**config.mk**
```make
export PLATFORM = sky130hd
export DESIGN_NAME = key_hold_autorepeat_accel_top
export DESIGN_NICKNAME = d
export VERILOG_FILES = /design/src/rtl/core/khaa_pkg.sv /design/src/rtl/core/khaa_front.sv /design/src/rtl/core/khaa_back.sv /design/src/rtl/core/key_hold_autorepeat_accel_top.sv
export SDC_FILE = /design/constraint.sdc
export NUM_CORES = 1
export LEC_CHECK = 0
export BUFFER_PORTS_ARGS = -buffer_cell sky130_fd_sc_hd__buf_2
export CAP_MARGIN = 15
export CORE_AREA = 2 2 238 240
export DETAILED_ROUTE_END_ITERATION = 12
export DIE_AREA = 0 0 240 242
export PLACE_DENSITY = 0.81
export SKIP_LAST_GASP = 1
export SYNTH_ARGS = -nofsm -noshare
export SYNTH_HDL_FRONTEND = slang
export SYNTH_SLANG_ARGS = --single-unit
export TNS_END_PERCENT = 30
```
**constraint.sdc**
```tcl
create_clock -name clk -period 16.69 [get_ports clk]
set_input_delay 3.338 -clock clk [delete_from_list [all_inputs] [get_ports clk]]
set_output_delay 3.338 -clock clk [all_outputs]
set_load 0.02 [all_outputs]
```
**src/rtl/core/khaa_pkg.sv**
```systemverilog
// shared types, key code table and register map of the hold-key auto-repeat engine
package khaa_pkg;

    // default sizes
    localparam int DEF_SLOTS     = 6;
    localparam int DEF_TIME_BITS = 32;

    // code table covers up to this many slots
    localparam int TABLE_SLOTS = 16;
    localparam int SLOT_IDX_W  = 4;

    // register map
    localparam logic [2:0] CFG_HOLD_DELAY   = 3'd0;
    localparam logic [2:0] CFG_BASE_PERIOD  = 3'd1;
    localparam logic [2:0] CFG_TIER1_PERIOD = 3'd2;
    localparam logic [2:0] CFG_TIER2_PERIOD = 3'd3;
    localparam logic [2:0] CFG_TIER3_PERIOD = 3'd4;
    localparam logic [2:0] CFG_TIER_LENGTH  = 3'd5;
    localparam logic [2:0] CFG_ACCEL_FIRST  = 3'd6;

    // register reset values
    localparam logic [15:0] RST_HOLD_DELAY   = 16'd500;
    localparam logic [15:0] RST_BASE_PERIOD  = 16'd200;
    localparam logic [15:0] RST_TIER1_PERIOD = 16'd100;
    localparam logic [15:0] RST_TIER2_PERIOD = 16'd67;
    localparam logic [15:0] RST_TIER3_PERIOD = 16'd50;
    localparam logic [15:0] RST_TIER_LENGTH  = 16'd1000;
    localparam logic [2:0]  RST_ACCEL_FIRST  = 3'd2;

    // command codes
    localparam logic CMD_KEY  = 1'b0;
    localparam logic CMD_TICK = 1'b1;

    // press and release codes per slot
    localparam logic [7:0] PRESS_CODE [TABLE_SLOTS] = '{
        8'd56, 8'd62, 8'd198, 8'd200, 8'd194, 8'd196,
        8'd0, 8'd0, 8'd0, 8'd0, 8'd0, 8'd0, 8'd0, 8'd0, 8'd0, 8'd0
    };
    localparam logic [7:0] RELEASE_CODE [TABLE_SLOTS] = '{
        8'd57, 8'd63, 8'd199, 8'd201, 8'd195, 8'd197,
        8'd0, 8'd0, 8'd0, 8'd0, 8'd0, 8'd0, 8'd0, 8'd0, 8'd0, 8'd0
    };
    localparam logic [TABLE_SLOTS-1:0] CODE_VALID = 16'h003F;

    // configuration registers as seen by the engine
    typedef struct packed {
        logic [15:0] hold_delay;
        logic [15:0] base_period;
        logic [15:0] tier1_period;
        logic [15:0] tier2_period;
        logic [15:0] tier3_period;
        logic [15:0] tier_length;
        logic [2:0]  accel_first;
    } cfg_t;

    // classified item handed from front to back
    typedef struct packed {
        logic                  is_tick;
        logic                  hit;
        logic                  is_press;
        logic [SLOT_IDX_W-1:0] slot;
        logic                  side;
        logic [31:0]           now;
    } qitem_t;

endpackage

```
**src/rtl/core/khaa_front.sv**
```systemverilog
// front end: accepts beats, matches key codes and queues classified items
module khaa_front #(
    parameter int SLOTS = khaa_pkg::DEF_SLOTS
) (
    input  logic               clk,
    input  logic               rst_n,
    input  logic               in_valid,
    output logic               in_ready,
    input  logic               command,
    input  logic [7:0]         key_code,
    input  logic               panel_side,
    input  logic [31:0]        now_ms,
    output logic               pop_valid,
    input  logic               pop_ready,
    output khaa_pkg::qitem_t   pop_item
);
    import khaa_pkg::*;

    qitem_t     cls;
    qitem_t     q_reg [2];
    logic       wr_ptr_reg;
    logic       rd_ptr_reg;
    logic [1:0] count_reg;
    logic       push;
    logic       pop;

    // code match, lowest slot wins
    always_comb
    begin
        cls          = '0;
        cls.is_tick  = (command == CMD_TICK);
        cls.side     = panel_side;
        cls.now      = now_ms;
        for (int s = SLOTS - 1; s >= 0; s--)
        begin
            if (CODE_VALID[s] && (key_code == PRESS_CODE[s] || key_code == RELEASE_CODE[s]))
            begin
                cls.hit      = 1'b1;
                cls.is_press = (key_code == PRESS_CODE[s]);
                cls.slot     = SLOT_IDX_W'(s);
            end
        end
        if (cls.is_tick)
        begin
            cls.hit = 1'b0;
        end
    end

    assign in_ready  = (count_reg != 2'd2);
    assign pop_valid = (count_reg != 2'd0);
    assign pop_item  = q_reg[rd_ptr_reg];
    assign push      = in_valid && in_ready;
    assign pop       = pop_valid && pop_ready;

    // two-entry queue
    always_ff @(posedge clk or negedge rst_n)
    begin
        if (!rst_n)
        begin
            wr_ptr_reg <= 1'b0;
            rd_ptr_reg <= 1'b0;
            count_reg  <= 2'd0;
        end
        else
        begin
            if (push)
            begin
                wr_ptr_reg <= ~wr_ptr_reg;
            end
            if (pop)
            begin
                rd_ptr_reg <= ~rd_ptr_reg;
            end
            if (push && !pop)
            begin
                count_reg <= count_reg + 2'd1;
            end
            else if (pop && !push)
            begin
                count_reg <= count_reg - 2'd1;
            end
        end
    end

    // queue storage
    always_ff @(posedge clk)
    begin
        if (push)
        begin
            q_reg[wr_ptr_reg] <= cls;
        end
    end

endmodule

```
**src/rtl/core/khaa_back.sv**
```systemverilog
// back end: per-slot hold state, tick walker and result register
module khaa_back #(
    parameter int SLOTS     = khaa_pkg::DEF_SLOTS,
    parameter int TIME_BITS = khaa_pkg::DEF_TIME_BITS
) (
    input  logic              clk,
    input  logic              rst_n,
    input  khaa_pkg::cfg_t    cfg,
    input  logic              pop_valid,
    output logic              pop_ready,
    input  khaa_pkg::qitem_t  pop_item,
    output logic              out_valid,
    input  logic              out_ready,
    output logic              consumed,
    output logic              fire,
    output logic [2:0]        slot,
    output logic              fire_side,
    output logic              last
);
    import khaa_pkg::*;

    localparam int SLOT_W = (SLOTS > 1) ? $clog2(SLOTS) : 1;
    localparam int CMP_W  = (TIME_BITS > 18) ? TIME_BITS : 18;

    typedef enum logic [2:0] {
        ST_IDLE,
        ST_KEY,
        ST_LOAD,
        ST_TEST,
        ST_FLUSH
    } state_t;

    state_t                state_reg;
    logic [SLOTS-1:0]      held_reg;
    logic                  side_reg  [SLOTS];
    logic [TIME_BITS-1:0]  press_reg [SLOTS];
    logic [TIME_BITS-1:0]  fired_reg [SLOTS];

    logic                  item_hit_reg;
    logic                  item_press_reg;
    logic [SLOT_W-1:0]     item_slot_reg;
    logic                  item_side_reg;
    logic [TIME_BITS-1:0]  item_now_reg;

    logic [SLOT_W-1:0]     idx_reg;
    logic [TIME_BITS-1:0]  hold_age_reg;
    logic [TIME_BITS-1:0]  since_reg;
    logic                  pend_valid_reg;
    logic [SLOT_W-1:0]     pend_slot_reg;
    logic                  pend_side_reg;

    logic [17:0]           thr1_reg;
    logic [17:0]           thr2_reg;
    logic [17:0]           thr3_reg;

    logic                  out_valid_reg;
    logic                  consumed_reg;
    logic                  fire_reg;
    logic [2:0]            slot_reg;
    logic                  fire_side_reg;
    logic                  last_reg;

    logic                  can_emit;
    logic                  emit;
    logic                  last_idx;
    logic [CMP_W-1:0]      held_cmp;
    logic                  past_delay;
    logic                  accel;
    logic [15:0]           period;
    logic                  slot_fires;
    logic                  key_held;

    assign can_emit  = !out_valid_reg || out_ready;
    assign last_idx  = (idx_reg == SLOT_W'(SLOTS - 1));
    assign pop_ready = (state_reg == ST_IDLE);
    assign key_held  = held_reg[item_slot_reg];

    // repeat decision for the slot under test
    always_comb
    begin
        held_cmp   = CMP_W'(hold_age_reg);
        past_delay = (held_cmp >= CMP_W'(cfg.hold_delay));
        accel      = ((SLOT_W + 3)'(idx_reg) >= (SLOT_W + 3)'(cfg.accel_first));
        period     = cfg.base_period;
        if (accel)
        begin
            if (held_cmp >= CMP_W'(thr3_reg))
            begin
                period = cfg.tier3_period;
            end
            else if (held_cmp >= CMP_W'(thr2_reg))
            begin
                period = cfg.tier2_period;
            end
            else if (held_cmp >= CMP_W'(thr1_reg))
            begin
                period = cfg.tier1_period;
            end
        end
        slot_fires = past_delay && (since_reg >= TIME_BITS'(period));
    end

    // a result beat is loaded this cycle
    always_comb
    begin
        case (state_reg)
            ST_KEY:   emit = can_emit;
            ST_TEST:  emit = slot_fires && pend_valid_reg && can_emit;
            ST_FLUSH: emit = pend_valid_reg && can_emit;
            default:  emit = 1'b0;
        endcase
    end

    // tier boundaries as delay plus multiples of the tier length
    always_ff @(posedge clk or negedge rst_n)
    begin
        if (!rst_n)
        begin
            thr1_reg <= 18'd0;
            thr2_reg <= 18'd0;
            thr3_reg <= 18'd0;
        end
        else
        begin
            thr1_reg <= 18'(cfg.hold_delay) + 18'(cfg.tier_length);
            thr2_reg <= 18'(cfg.hold_delay) + {1'b0, cfg.tier_length, 1'b0};
            thr3_reg <= 18'(cfg.hold_delay) + 18'(cfg.tier_length)
                        + {1'b0, cfg.tier_length, 1'b0};
        end
    end

    // sequencer, slot state and result register
    always_ff @(posedge clk or negedge rst_n)
    begin
        if (!rst_n)
        begin
            state_reg      <= ST_IDLE;
            held_reg       <= '0;
            for (int s = 0; s < SLOTS; s++)
            begin
                side_reg[s]  <= 1'b0;
                press_reg[s] <= '0;
                fired_reg[s] <= '0;
            end
            item_hit_reg   <= 1'b0;
            item_press_reg <= 1'b0;
            item_slot_reg  <= '0;
            item_side_reg  <= 1'b0;
            item_now_reg   <= '0;
            idx_reg        <= '0;
            hold_age_reg   <= '0;
            since_reg      <= '0;
            pend_valid_reg <= 1'b0;
            pend_slot_reg  <= '0;
            pend_side_reg  <= 1'b0;
            out_valid_reg  <= 1'b0;
            consumed_reg   <= 1'b0;
            fire_reg       <= 1'b0;
            slot_reg       <= 3'd0;
            fire_side_reg  <= 1'b0;
            last_reg       <= 1'b0;
        end
        else
        begin
            if (emit)
            begin
                out_valid_reg <= 1'b1;
            end
            else if (out_ready)
            begin
                out_valid_reg <= 1'b0;
            end

            case (state_reg)
                ST_IDLE:
                begin
                    if (pop_valid)
                    begin
                        item_hit_reg   <= pop_item.hit;
                        item_press_reg <= pop_item.is_press;
                        item_slot_reg  <= SLOT_W'(pop_item.slot);
                        item_side_reg  <= pop_item.side;
                        item_now_reg   <= TIME_BITS'(pop_item.now);
                        idx_reg        <= '0;
                        pend_valid_reg <= 1'b0;
                        state_reg      <= pop_item.is_tick ? ST_LOAD : ST_KEY;
                    end
                end

                // single result of a key event
                ST_KEY:
                begin
                    if (can_emit)
                    begin
                        last_reg <= 1'b1;
                        if (item_hit_reg && item_press_reg)
                        begin
                            consumed_reg             <= 1'b1;
                            fire_reg                 <= 1'b1;
                            slot_reg                 <= 3'(item_slot_reg);
                            fire_side_reg            <= item_side_reg;
                            held_reg[item_slot_reg]  <= 1'b1;
                            side_reg[item_slot_reg]  <= item_side_reg;
                            press_reg[item_slot_reg] <= item_now_reg;
                            fired_reg[item_slot_reg] <= item_now_reg;
                        end
                        else if (item_hit_reg && key_held)
                        begin
                            consumed_reg            <= 1'b1;
                            fire_reg                <= 1'b0;
                            slot_reg                <= 3'(item_slot_reg);
                            fire_side_reg           <= 1'b0;
                            held_reg[item_slot_reg] <= 1'b0;
                        end
                        else
                        begin
                            consumed_reg  <= 1'b0;
                            fire_reg      <= 1'b0;
                            slot_reg      <= 3'd0;
                            fire_side_reg <= 1'b0;
                        end
                        state_reg <= ST_IDLE;
                    end
                end

                // time differences of one held slot
                ST_LOAD:
                begin
                    if (held_reg[idx_reg])
                    begin
                        hold_age_reg <= item_now_reg - press_reg[idx_reg];
                        since_reg    <= item_now_reg - fired_reg[idx_reg];
                        state_reg    <= ST_TEST;
                    end
                    else if (last_idx)
                    begin
                        state_reg <= ST_FLUSH;
                    end
                    else
                    begin
                        idx_reg <= idx_reg + SLOT_W'(1);
                    end
                end

                // fire test; a found fire releases the previous one
                ST_TEST:
                begin
                    if (!(slot_fires && pend_valid_reg && !can_emit))
                    begin
                        if (slot_fires)
                        begin
                            if (pend_valid_reg)
                            begin
                                consumed_reg  <= 1'b0;
                                fire_reg      <= 1'b1;
                                slot_reg      <= 3'(pend_slot_reg);
                                fire_side_reg <= pend_side_reg;
                                last_reg      <= 1'b0;
                            end
                            pend_valid_reg     <= 1'b1;
                            pend_slot_reg      <= idx_reg;
                            pend_side_reg      <= side_reg[idx_reg];
                            fired_reg[idx_reg] <= item_now_reg;
                        end
                        if (last_idx)
                        begin
                            state_reg <= ST_FLUSH;
                        end
                        else
                        begin
                            idx_reg   <= idx_reg + SLOT_W'(1);
                            state_reg <= ST_LOAD;
                        end
                    end
                end

                // final fire of the tick carries last
                ST_FLUSH:
                begin
                    if (!pend_valid_reg)
                    begin
                        state_reg <= ST_IDLE;
                    end
                    else if (can_emit)
                    begin
                        consumed_reg   <= 1'b0;
                        fire_reg       <= 1'b1;
                        slot_reg       <= 3'(pend_slot_reg);
                        fire_side_reg  <= pend_side_reg;
                        last_reg       <= 1'b1;
                        pend_valid_reg <= 1'b0;
                        state_reg      <= ST_IDLE;
                    end
                end

                default:
                begin
                    state_reg <= ST_IDLE;
                end
            endcase
        end
    end

    assign out_valid = out_valid_reg;
    assign consumed  = consumed_reg;
    assign fire      = fire_reg;
    assign slot      = slot_reg;
    assign fire_side = fire_side_reg;
    assign last      = last_reg;

endmodule

```
**src/rtl/core/key_hold_autorepeat_accel_top.sv**
```systemverilog
// top level of the hold-key auto-repeat engine with configuration registers
// Hold-key auto-repeat engine. Each input beat is a key event or a time tick.
// A key event yields exactly one result beat (consumed, fire, slot, side): it
// is taken from the input queue in the idle state and its result is loaded
// in the key state, which waits while the result register is stalled. A tick
// walks the slots one at a time through a single time-difference unit; it is
// taken in the idle state, passes a slot that is not held in the load state
// and a held slot in the load and test states, and closes in the flush state;
// test and flush may wait while the result register is stalled. A tick that
// fires nothing yields no beat; otherwise the final fire carries last. A
// two-entry queue lets new beats enter while the walker or the result
// register is busy. Configuration writes, whose tier boundaries are
// registered once more, must only be made while the engine is idle.
module key_hold_autorepeat_accel_top #(
    parameter int SLOTS     = khaa_pkg::DEF_SLOTS,
    parameter int TIME_BITS = khaa_pkg::DEF_TIME_BITS
) (
    input  logic        clk,
    input  logic        rst_n,
    input  logic        in_valid,
    output logic        in_ready,
    input  logic        command,
    input  logic [7:0]  key_code,
    input  logic        panel_side,
    input  logic [31:0] now_ms,
    output logic        out_valid,
    input  logic        out_ready,
    output logic        consumed,
    output logic        fire,
    output logic [2:0]  slot,
    output logic        fire_side,
    output logic        last,
    input  logic        cfg_valid,
    output logic        cfg_ready,
    input  logic [2:0]  cfg_index,
    input  logic [15:0] cfg_data
);
    import khaa_pkg::*;

    cfg_t   cfg_reg;
    logic   pop_valid;
    logic   pop_ready;
    qitem_t pop_item;

    assign cfg_ready = 1'b1;

    // configuration registers
    always_ff @(posedge clk or negedge rst_n)
    begin
        if (!rst_n)
        begin
            cfg_reg.hold_delay   <= RST_HOLD_DELAY;
            cfg_reg.base_period  <= RST_BASE_PERIOD;
            cfg_reg.tier1_period <= RST_TIER1_PERIOD;
            cfg_reg.tier2_period <= RST_TIER2_PERIOD;
            cfg_reg.tier3_period <= RST_TIER3_PERIOD;
            cfg_reg.tier_length  <= RST_TIER_LENGTH;
            cfg_reg.accel_first  <= RST_ACCEL_FIRST;
        end
        else if (cfg_valid && cfg_ready)
        begin
            case (cfg_index)
                CFG_HOLD_DELAY:   cfg_reg.hold_delay   <= cfg_data;
                CFG_BASE_PERIOD:  cfg_reg.base_period  <= cfg_data;
                CFG_TIER1_PERIOD: cfg_reg.tier1_period <= cfg_data;
                CFG_TIER2_PERIOD: cfg_reg.tier2_period <= cfg_data;
                CFG_TIER3_PERIOD: cfg_reg.tier3_period <= cfg_data;
                CFG_TIER_LENGTH:  cfg_reg.tier_length  <= cfg_data;
                CFG_ACCEL_FIRST:  cfg_reg.accel_first  <= cfg_data[2:0];
                default:
                begin
                end
            endcase
        end
    end

    // classify and queue
    khaa_front #(
        .SLOTS (SLOTS)
    ) u_front (
        .clk        (clk),
        .rst_n      (rst_n),
        .in_valid   (in_valid),
        .in_ready   (in_ready),
        .command    (command),
        .key_code   (key_code),
        .panel_side (panel_side),
        .now_ms     (now_ms),
        .pop_valid  (pop_valid),
        .pop_ready  (pop_ready),
        .pop_item   (pop_item)
    );

    // carry out key events and ticks
    khaa_back #(
        .SLOTS     (SLOTS),
        .TIME_BITS (TIME_BITS)
    ) u_back (
        .clk       (clk),
        .rst_n     (rst_n),
        .cfg       (cfg_reg),
        .pop_valid (pop_valid),
        .pop_ready (pop_ready),
        .pop_item  (pop_item),
        .out_valid (out_valid),
        .out_ready (out_ready),
        .consumed  (consumed),
        .fire      (fire),
        .slot      (slot),
        .fire_side (fire_side),
        .last      (last)
    );

endmodule

```
== After elaboration in Yosys (flattened, before gate mapping) ==
Memories as Yosys holds them, arrays and structs flattened.
Index checks and enable logic that the tools add are counted.
Widths: inputs -> output; s select.
Cells by class
  order comparisons: 13
  bitwise operators: 8
  mux-type cells: 107
  equality and inequality tests: 34
  $add $sub $neg: 8
  reductions and logical operators: 53
Operators by type and width (number)
  $mux 192: 4
  $bwmux 192: 3
  $pmux 192 s2: 1
  $bmux 32 s3: 2
  $demux 32 s3: 2
  $mux 32: 6
  $ge 32x18->1: 3
  $eq 8x8->1 const B: 8
  $ge 32x16->1: 2
  $mux 16: 4
  $sub 32x32->32: 2
  $mux 3: 19
  $mux 6: 8
  $mux 1: 40
  $eq 8x6->1 const B: 4
  $add 16x17->18: 1
  $add 18x17->18: 1
  $pmux 1 s3: 6
  $pmux 3 s3: 2
  $reduce_and 2->1: 9
  $add 16x16->17: 1
  $eq 3x3->1 const B: 5
  $pmux 3 s5: 1
  $logic_and 1x1->1: 14
  31 further kinds: 75
Word-level totals
  bits of input ports: 66
  memories kept: 1
  memory bits (writable): 80
  output and inout bits: 10
  register bits: 674
Memories
  u_front.q_reg: words 2, width 40, read ports 1, clocked after memory_dff 0, write ports 1, line khaa_front.sv:20  | qitem_t q_reg [2];

== Longest topological paths before layout ==
  word-level depth: 11
  gate-level depth with buffers: 24
  mapped depth without buffers: 21

== Modules after synthesis ==
A second synthesis with hierarchy kept.
Unflattened totals
  cells, all modules: 3059
  area total of the unflattened synthesis: 37363.3 um^2
Modules (own cells, without submodules)
  khaa_back: area each 30329.1 um^2, cells each 2677, instances 1
  key_hold_autorepeat_accel_top: area each 3842.4 um^2, cells each 217, instances 1
  khaa_front: area each 3191.8 um^2, cells each 165, instances 1

== Worst setup path after synthesis ==
No wires, ideal clock.
  path kind: in2reg
  start: in in_valid
  end: mem u_front.q_reg[0][0] (netlist bit) (enable)
  path buffers: 0
  cell stages on the path: 2
  path slack: 11176 ps
  setup time: 435 ps
  data required time: 16255 ps
  arrival time: 5079 ps
  path through: nand2_1 > nor2_1
Between the ends
  cells in the longest elaborated chain, start to end: 3
Ends and longest elaborated chain
  start, declared: line key_hold_autorepeat_accel_top.sv:20  | input logic in_valid,
  $logic_and 1x1->1: line khaa_front.sv:52  | assign push = in_valid && in_ready;
  $mux 1: line khaa_front.sv:88  | if (push)
  $mux 1 (not written as such): line khaa_front.sv:90  | q_reg[wr_ptr_reg] <= cls;
  end, declared: line khaa_front.sv:20
Every way passes these cells.

== Worst setup path after layout ==
  start: reg u_back.hold_age_reg[0] (netlist: u_back.held_cmp[0])
  end: reg u_back.fired_reg[4] (netlist bit)
Between the ends
  cells in the longest elaborated chain, start to end: 11
  elaborated cells between the ends (all ways): 15
  classes of those cells: 5 x order compare; 2 x eq/ne; 4 x mux; 4 x reduce/logical
Ends and longest elaborated chain
  start, declared: line khaa_back.sv:46  | logic [TIME_BITS-1:0] hold_age_reg;
  start signal, assigned: line khaa_back.sv:231  | hold_age_reg <= item_now_reg - press_reg[idx_reg];
  $ge 32x18->1: line khaa_back.sv:95  | else if (held_cmp >= CMP_W'(thr1_reg))
  $mux 16: line khaa_back.sv:95
  $mux 16: line khaa_back.sv:91  | else if (held_cmp >= CMP_W'(thr2_reg))
  $mux 16: line khaa_back.sv:87  | if (held_cmp >= CMP_W'(thr3_reg))
  $mux 16: line khaa_back.sv:85  | if (accel)
  $ge 32x16->1: line khaa_back.sv:100  | slot_fires = past_delay && (since_reg >= TIME_BITS'(period));
  $logic_and 1x1->1 (*): line khaa_back.sv:100
  $logic_and 1x1->1 (2 in a row): line khaa_back.sv:248  | if (!(slot_fires && pend_valid_reg && !can_emit))
  $ne 2x2->1 (no line)
  $reduce_and 5->1 (no line) (*)
  end signal, assigned by index: line khaa_back.sv:205  | fired_reg[item_slot_reg] <= item_now_reg;
  end signal, assigned by index: line khaa_back.sv:263  | fired_reg[idx_reg] <= item_now_reg;
  end, declared: line khaa_back.sv:37  | logic [TIME_BITS-1:0] fired_reg [SLOTS];
Mark *: on every way between the ends. The rest lies on a longest branch, timed or not.
A chain may end at the register's enable or synchronous reset.

==> results.txt <==
leakage -> 0.01926 µW
final count of hold timing violations -> 0
Worst IR Drop VDD -> 0.0001214 V
via count -> 26450
Critical R2R Launch -> u_back.held_cmp[0]
Post-synth ARST share -> 0.8960
Worst Tran Pin Value -> 1091 ps
CORE AREA -> 55730 µm²
Storage cell area -> 19190 µm²
total grt overflow -> 0
post-CTS setup buffer count -> 0
crit path cell chain -> inv_1, ha_1, nand2b_1, a21o_1, a21o_1, a21o_1, a221o_1, a2111oi_0, o221ai_1, nand2b_1, o221a_2, ha_1, nand2b_1, a21o_1, a21oi_1, o21ai_0, a41oi_1, nor3_2, buf_4, nand3_1, nand2_2, mux2_2
Final HPWL DP -> 60350 µm
CP Capture Type -> flop
io pins -> 76
hold_buf cts -> 0
Slowest-stage cell, CP -> nand2_2
GRT Overall Usage -> 0.3325
Die ar. -> 58080 µm²
Clock transition at path regs -> 60 ps
Post-Synthesis Cells -> 3171
mapped cell area -> 37490 µm²
area grow syn2layout -> 9.885%
CP peak stage delay -> 620 ps
WL final -> 94650 µm
crit path time final -> 6351 ps
initial antenna violation count -> 1
sequential share of the synthesized area -> 0.5118
RePlAce Congestion -> 0.9499
Multi-input gate area -> 17160 µm²
warning count from the yosys run -> 0
routed len/inst -> 23.56 µm
CTS Buf Count -> 79
run status -> completed
R2R depth -> 22
port bufs -> 74
Power Density -> 217.9 nW/µm²
CP required -> 17200 ps
Sink Count -> 750
Setup Slack @ Placement -> 10470 ps
Starting Density -> 0.6727
Hold Path Stages -> 0
Synth Register Bits -> 750
TritonCTS clock tree -> built
clk root buf -> clkbuf_16
Final #Nets -> 3465
max-cap violations -> 0
crit path launch type -> flop
Slew Limit Fails -> 0
setup TNS -> 0 ps
Critical Path Sink -> u_back.fired_reg[4]
Yosys cell types -> 83
R2R setup slack -> 10340 ps
slew margin rel. -> 0.2699
CP Launch Point -> u_back.held_cmp[0]
Clock H-tree levels -> 3
number of synthesized flops with an enable pin -> 78
CP arrival -> 6860 ps
# rows -> 87
commonest non-fill, non-tap cell in the layout -> dfrtp_1
DRC -> 0
CTS-repair resized insts -> 0
final setup skew -> 37.35 ps
top_reg_cell synth -> dfrtp_1
Final setup viols -> 0
vias in the first global route -> 27310
Syn Area/Cell -> 11.82 µm²
first-pass GRT wire length -> 151000 µm
DRT antenna net count -> 0
Synth Net Count -> 3441
unrepaired setup endpoints after global routing -> false
largest net degree at the start of global routing -> 187
number of diodes -> 0
fmax -> 0.1574 GHz
CP max FO -> 32
Hold Path Class -> reg2reg
Crit Path Class -> reg2reg
Final WS setup -> 10340 ps
vias per inst -> 6.584
RR Endpoint -> u_back.fired_reg[4]
Crit path top cell by count -> a21o_1
height of the die -> 242 µm
clk_lat worst skew -> 660 ps
clk buf depth -> 3
Iteration-0 DRC Markers -> 2548
Final period util -> 0.3806
Fillers -> 3734
share of layout cells above drive strength 1 -> 0.2425
most frequent cells in the layout -> 646 x dfrtp_1, 484 x mux2_2, 229 x nand2_1
Hold Startpoint -> cfg_reg[83]
DRT Pass-1 Iters -> 9
die width -> 240 µm
[metal layers]
layer  vias up  part of all wire  track usage
met5         -                 0            0
li1      11690                 -            -
met3       268             0.061      0.05458
met2       988              0.48       0.5310
met4         0             0.049       0.1598
met1     13510              0.41       0.4458
[worst min-delay path by stage]
stage / to / slack (ps)
global route: u_back.thr2_reg[0] / 450
finish: u_back.thr2_reg[0] / 440
CTS: u_back.thr2_reg[0] / 440
global placement: u_back.thr2_reg[0] / 420
detailed placement: u_back.thr2_reg[0] / 430
floorplan: u_back.thr2_reg[0] / 400
[metrics by stage]
step | area [µm²] | cells | utilization | hold WS [ps] | power (µW)
after floorplan | 37490 | 3171 | - | 399.7 | 5827
after global placement | 38460 | 3870 | 0.6900 | 420.7 | 6830
after detailed placement | 38460 | 3870 | 0.6900 | 426.4 | 7036
after CTS | 41200 | 4018 | 0.7392 | 441.2 | 8921
after global routing | 41200 | 4018 | 0.7392 | 451.5 | 9539
final | 41200 | 4018 | 0.7392 | 444.2 | 8978
[critical path, delay by kind of cell, from the launching register on]
| kind | cells | cell delay [ps] |
|---|---|---|
| muxes | 1 | 540 |
| DFF | 1 | 390 |
| AOI/OAI and AO/OA | 11 | 2720 |
| adders and majority gates | 2 | 530 |
| and+or+nand+nor | 6 | 1630 |
| buffers and inverters | 2 | 370 |
[logic make-up (layout without fill, tap and decap cells)]
| group | count (synthesis) | count (layout) | share of synthesized area |
|---|---|---|---|
| mux | 534 | 534 | 0.1592 |
| fa+ha+maj | 204 | 204 | 0.06908 |
| flops | 750 | 750 | 0.5118 |
| other cells | 1 | 1 | 0.0001000 |
| simple gates | 578 | 578 | 0.07289 |
| xor+xnor | 93 | 93 | 0.02173 |
| buf+inv | 290 | 381 | 0.03284 |
| compound gates | 721 | 721 | 0.1323 |
[cell usage after synthesis (all sizes together), types with 59 or more instances]
| library cell | n | area, µm² |
|---|---|---|
| a21oi | 121 | 605.6 |
| o21ai | 204 | 1036 |
| inv | 113 | 424.2 |
| xnor2 | 59 | 516.8 |
| a221oi | 66 | 578.1 |
| clkbuf | 135 | 508.0 |
| nand2 | 231 | 877.1 |
| ha | 199 | 2490 |
| dfrtp | 647 | 16190 |
| edfxtp | 78 | 2342 |
| nor2 | 111 | 416.7 |
| mux2 | 489 | 5507 |
[power by group]
group	switching, µW	internal (µW)
Clock	753	1080
Sequential	570	2500
Combinational	2370	1710
Total	3690	5290
[area by class of cell]
cell class                      instances  area share
Sequential cell                       750      0.4658
Clock buffer                          121     0.05700
Tap cell                              756     0.02296
Multi-Input combinational cell       2131      0.4166
Clock inverter                         27    0.009536
Timing Repair Buffer                  119     0.01774
Inverter                              114     0.01039
(Power assumes the default switching activity.)
